$ cat src/rtl/ttw_pkg.sv
// Shared constants, character codes and types for the text terminal writer.
package ttw_pkg;

    localparam int IDX_W       = 11;
    localparam int CELL_W      = 16;
    localparam int CHAR_W      = 8;
    localparam int DEF_COLUMNS = 80;
    localparam int DEF_ROWS    = 25;
    localparam int TAB_STOP    = 8;

    localparam logic [CHAR_W-1:0] CH_NUL   = 8'h00;
    localparam logic [CHAR_W-1:0] CH_BEL   = 8'h07;
    localparam logic [CHAR_W-1:0] CH_BS    = 8'h08;
    localparam logic [CHAR_W-1:0] CH_TAB   = 8'h09;
    localparam logic [CHAR_W-1:0] CH_LF    = 8'h0A;
    localparam logic [CHAR_W-1:0] CH_FF    = 8'h0C;
    localparam logic [CHAR_W-1:0] CH_CR    = 8'h0D;
    localparam logic [CHAR_W-1:0] CH_SPACE = 8'h20;

    localparam logic [CELL_W-1:0] BLANK_CELL  = 16'h0720;
    localparam logic [CHAR_W-1:0] COLOR_RESET = 8'h07;

    localparam logic ACT_PUT  = 1'b0;
    localparam logic ACT_READ = 1'b1;

    typedef struct packed {
        logic              wr_en;
        logic              wr_back;
        logic              row_adv;
        logic [CHAR_W-1:0] wr_char;
    } t_put_ctl;

endpackage

$ cat src/rtl/ttw_cursor.sv
// Cursor update and cell write decision for one put character.
module ttw_cursor
    import ttw_pkg::*;
#(
    parameter int COLUMNS = DEF_COLUMNS
) (
    input  logic [CHAR_W-1:0]          i_char_code,
    input  logic [$clog2(COLUMNS)-1:0] i_col,
    output logic [$clog2(COLUMNS)-1:0] o_col,
    output t_put_ctl                   o_ctl
);

    localparam int CW = $clog2(COLUMNS);
    localparam logic [CW:0] COLS_X = (CW+1)'(COLUMNS);
    localparam logic [CW:0] STEP_X = (CW+1)'(TAB_STOP);
    localparam logic [CW:0] MASK_X = ~((CW+1)'(TAB_STOP - 1));

    logic [CW:0] tab_col;
    logic [CW:0] inc_col;

    assign tab_col = ({1'b0, i_col} + STEP_X) & MASK_X;
    assign inc_col = {1'b0, i_col} + (CW+1)'(1);

    always_comb begin
        o_col         = i_col;
        o_ctl.wr_en   = 1'b0;
        o_ctl.wr_back = 1'b0;
        o_ctl.row_adv = 1'b0;
        o_ctl.wr_char = i_char_code;
        unique case (i_char_code)
            CH_CR: begin
                o_col = '0;
            end
            CH_LF: begin
                o_col         = '0;
                o_ctl.row_adv = 1'b1;
            end
            CH_TAB: begin
                if (tab_col >= COLS_X) begin
                    o_col         = CW'(tab_col - COLS_X);
                    o_ctl.row_adv = 1'b1;
                end else begin
                    o_col = CW'(tab_col);
                end
            end
            CH_BS: begin
                o_ctl.wr_en   = 1'b1;
                o_ctl.wr_char = CH_SPACE;
                if (i_col != '0) begin
                    o_col         = i_col - CW'(1);
                    o_ctl.wr_back = 1'b1;
                end
            end
            CH_NUL, CH_FF, CH_BEL: begin
                o_col = i_col;
            end
            default: begin
                o_ctl.wr_en = 1'b1;
                if (inc_col == COLS_X) begin
                    o_col         = '0;
                    o_ctl.row_adv = 1'b1;
                end else begin
                    o_col = CW'(inc_col);
                end
            end
        endcase
    end

endmodule

$ cat config.mk
export PLATFORM = sky130hd
export DESIGN_NAME = ttw_cursor
export DESIGN_NICKNAME = d
export VERILOG_FILES = /design/src/rtl/ttw_pkg.sv /design/src/rtl/ttw_cursor.sv
export SDC_FILE = /design/constraint.sdc
export NUM_CORES = 1
export LEC_CHECK = 0
export BUFFER_PORTS_ARGS = -buffer_cell sky130_fd_sc_hd__buf_2
export CORE_UTILIZATION = 45
export DETAILED_ROUTE_END_ITERATION = 10
export GPL_TIMING_DRIVEN = 0
export PLACE_DENSITY = 0.74
export REMOVE_ABC_BUFFERS = 1
export SYNTH_ARGS = -nofsm -noshare
export SYNTH_HDL_FRONTEND = slang
export SYNTH_SLANG_ARGS = --single-unit
$ cat constraint.sdc
create_clock -name vclk -period 5.6
set_input_delay 1.12 -clock vclk [all_inputs]
set_output_delay 1.12 -clock vclk [all_outputs]
set_load 0.1 [all_outputs]
==> flow_summary.ini <==
[timing]
maxSlewHeadroom_pct = 56.81
period_minus_slack_ns = 4.805
slew_violations = 0
worst_slew_pin_slew_ns = 0.6420
setup_violations = 0
fin_crit_sh_pct = 85.81
setup_ws_ns = 0.7949
fmax_ghz = 0.2081
rsz0062_at_grt = false
tns_ns = 0
hold_viol = 0

[critical_path]
startpoint = i_col[3]
critical_path.max_stage_delay_ns = 0.60
worstPathRequired_ns = 4.48
crit_chain = buf_2, ha_1, xnor2_1, ha_1, nor4b_1, nor4_1, xnor2_1, o211ai_1, buf_2
cpMaxStageDelayCell = nor4_1
cp-end-kind = primary output
cp_top_family = simple AND/OR/NAND/NOR gates
critPathKind = in -> out
critPathBufInv = 2
crit_path_start_kind = primary input
cp.arrival_ns = 3.69
cp_max_fo = 12

[yosys]
yosysTopAreaCell = ha_1
synth_area_leaders = ha_1 11%, xnor2_1 6.9%, o21ai_0 6.2%
synth.avg_cell_area_um2 = 6.562
synthMuxAreaShare_pct = 0
synthTopCellsByCount = 11 x inv_1, 11 x o21ai_0, 9 x nand2_1, 9 x nor2_1, 8 x ha_1
synth_top_family_by_area = simple AND/OR/NAND/NOR gates
synthSimpleGateAreaFrac_pct = 36.30
synth_xor_area_share_pct = 8.898
synthAdderAreaFrac_pct = 11.30
synth-seq-area-share_pct = 0
yosysWarnings = 0
synth_top_area_share_pct = 11.30
synthCells = 135
synth_compound_area_share_pct = 31.78
ys_types = 46
synth_area_um2 = 885.9

[layout]
layout.nets = 179
fillCellCount = 171
diodes = 0
area_growth_pct = 15.11
clkbuf_count = 0
regArea_um2 = 0
seq_cells = 0
fin_cells = 179
drive_gt1_share_pct = 24.03

[pwr]
switchingPower_mw = 0.09426
clkPwrFrac_pct = 0
pwr-share-comb_pct = 100.0
p_int_mw = 0.02788
p_sw_share_pct = 77.17
ir_drop_mv = 0.07359
seqPwrFrac_pct = 0
p_per_area_mw_per_mm2 = 119.8
p_leak_nw = 0.4338

[grt]
grt.overflow.total = 0
track_usage_pct = 23.51
antenna_found_initial = 0
grt_pass1_vias = 886
grt_max_degree = 16
grt_pass1_wl_um = 3857

[detailed_routing]
routedWlPerCell_um = 13.41
totalWireLength_um = 2400
via_per_inst = 5.972
drc = 0
drtIter0Drc = 33
firstDrtPassIters = 4
vias = 1069
antenna_left = 0

[place]
place_ws_ns = 0.8773
placed_cells_incl_taps = 179
io_buffers = 33
gp_congestion = 0.8441
hpwl_um = 1913

[run_status]
status = finished, final reports clean

[flow_run]
cap_viol_max_count = 0

[die]
dieArea_mm2 = 0.002150
fp.dieW_um = 46.37
pin_count = 33
core_area_mm2 = 0.001783
initial_core_util_pct = 49.68
die_y_um = 46.37
rows = 15

[clocking]
cts_hold_buf = 0
cts_resized = 0
postCtsSetupRepairBufs = 0

[worst_hold_path]
worstHoldStart = i_char_code[6]
hp-class = in -> out
## stage by stage
step	area (um2)	hold WS, ns	power [mW]	util, %
floorplan	823.3	2.240	0.07596	-
global placement	1020	2.649	0.1187	57.19
detailed placement	1020	2.651	0.1214	57.19
CTS	1020	2.651	0.1216	57.19
global route	1020	2.666	0.1301	57.19
finish	1020	2.652	0.1221	57.19
## logic make-up (layout without fill, tap and decap cells)
logic type / after synthesis / in the layout
simple gates: 53 / 53
xor+xnor: 9 / 9
buf+inv: 25 / 44
fa+ha+maj: 8 / 8
compound gates: 40 / 40
## final timing paths
check	end	cells after the start
setup / recovery	o_col[4]	9
hold / removal	o_ctl[6]	2
## routing by layer
| layer | part of all wire (%) | global-route usage [%] |
|---|---|---|
| met5 | 0 | 0 |
| met4 | 0.75 | 2.353 |
| met3 | 4.8 | 0.7843 |
| met2 | 49 | 40.28 |
| met1 | 45 | 33.10 |
## placed cells by master (no fill, tap or decap), drive strengths merged, types with 2 or more instances in the layout
cell,n
buf,33
inv,11
o21ai,11
nor2,10
nand2,9
ha,8
xnor2,7
nor3,7
nand2b,5
nand3,5
o211ai,4
a21oi,3
nor4,3
nor2b,2
and3,2
a31oi,2
o311ai,2
xor2,2
o31ai,2
a311oi,2
nand3b,2
a21boi,2
a22oi,2
a211oi,2
## area by class of cell
| cell class | instances | area [um2] | share of cell area, % |
|---|---|---|---|
| Timing Repair Buffer | 33 | 165.2 | 16.20 |
| Multi-Input combinational cell | 110 | 782.0 | 76.69 |
| Tap cell | 25 | 31.28 | 3.067 |
| Inverter | 11 | 41.29 | 4.049 |
## power groups by stage
stage / combinational [mW] / clock, mW / sequential (mW)
2_1_floorplan: 0.0760 / 0 / 0
3_3_place_gp: 0.119 / 0 / 0
3_5_place_dp: 0.121 / 0 / 0
4_1_cts: 0.122 / 0 / 0
5_1_grt: 0.130 / 0 / 0
6_report: 0.122 / 0 / 0
No activity file was read; power rests on OpenSTA's default activity.
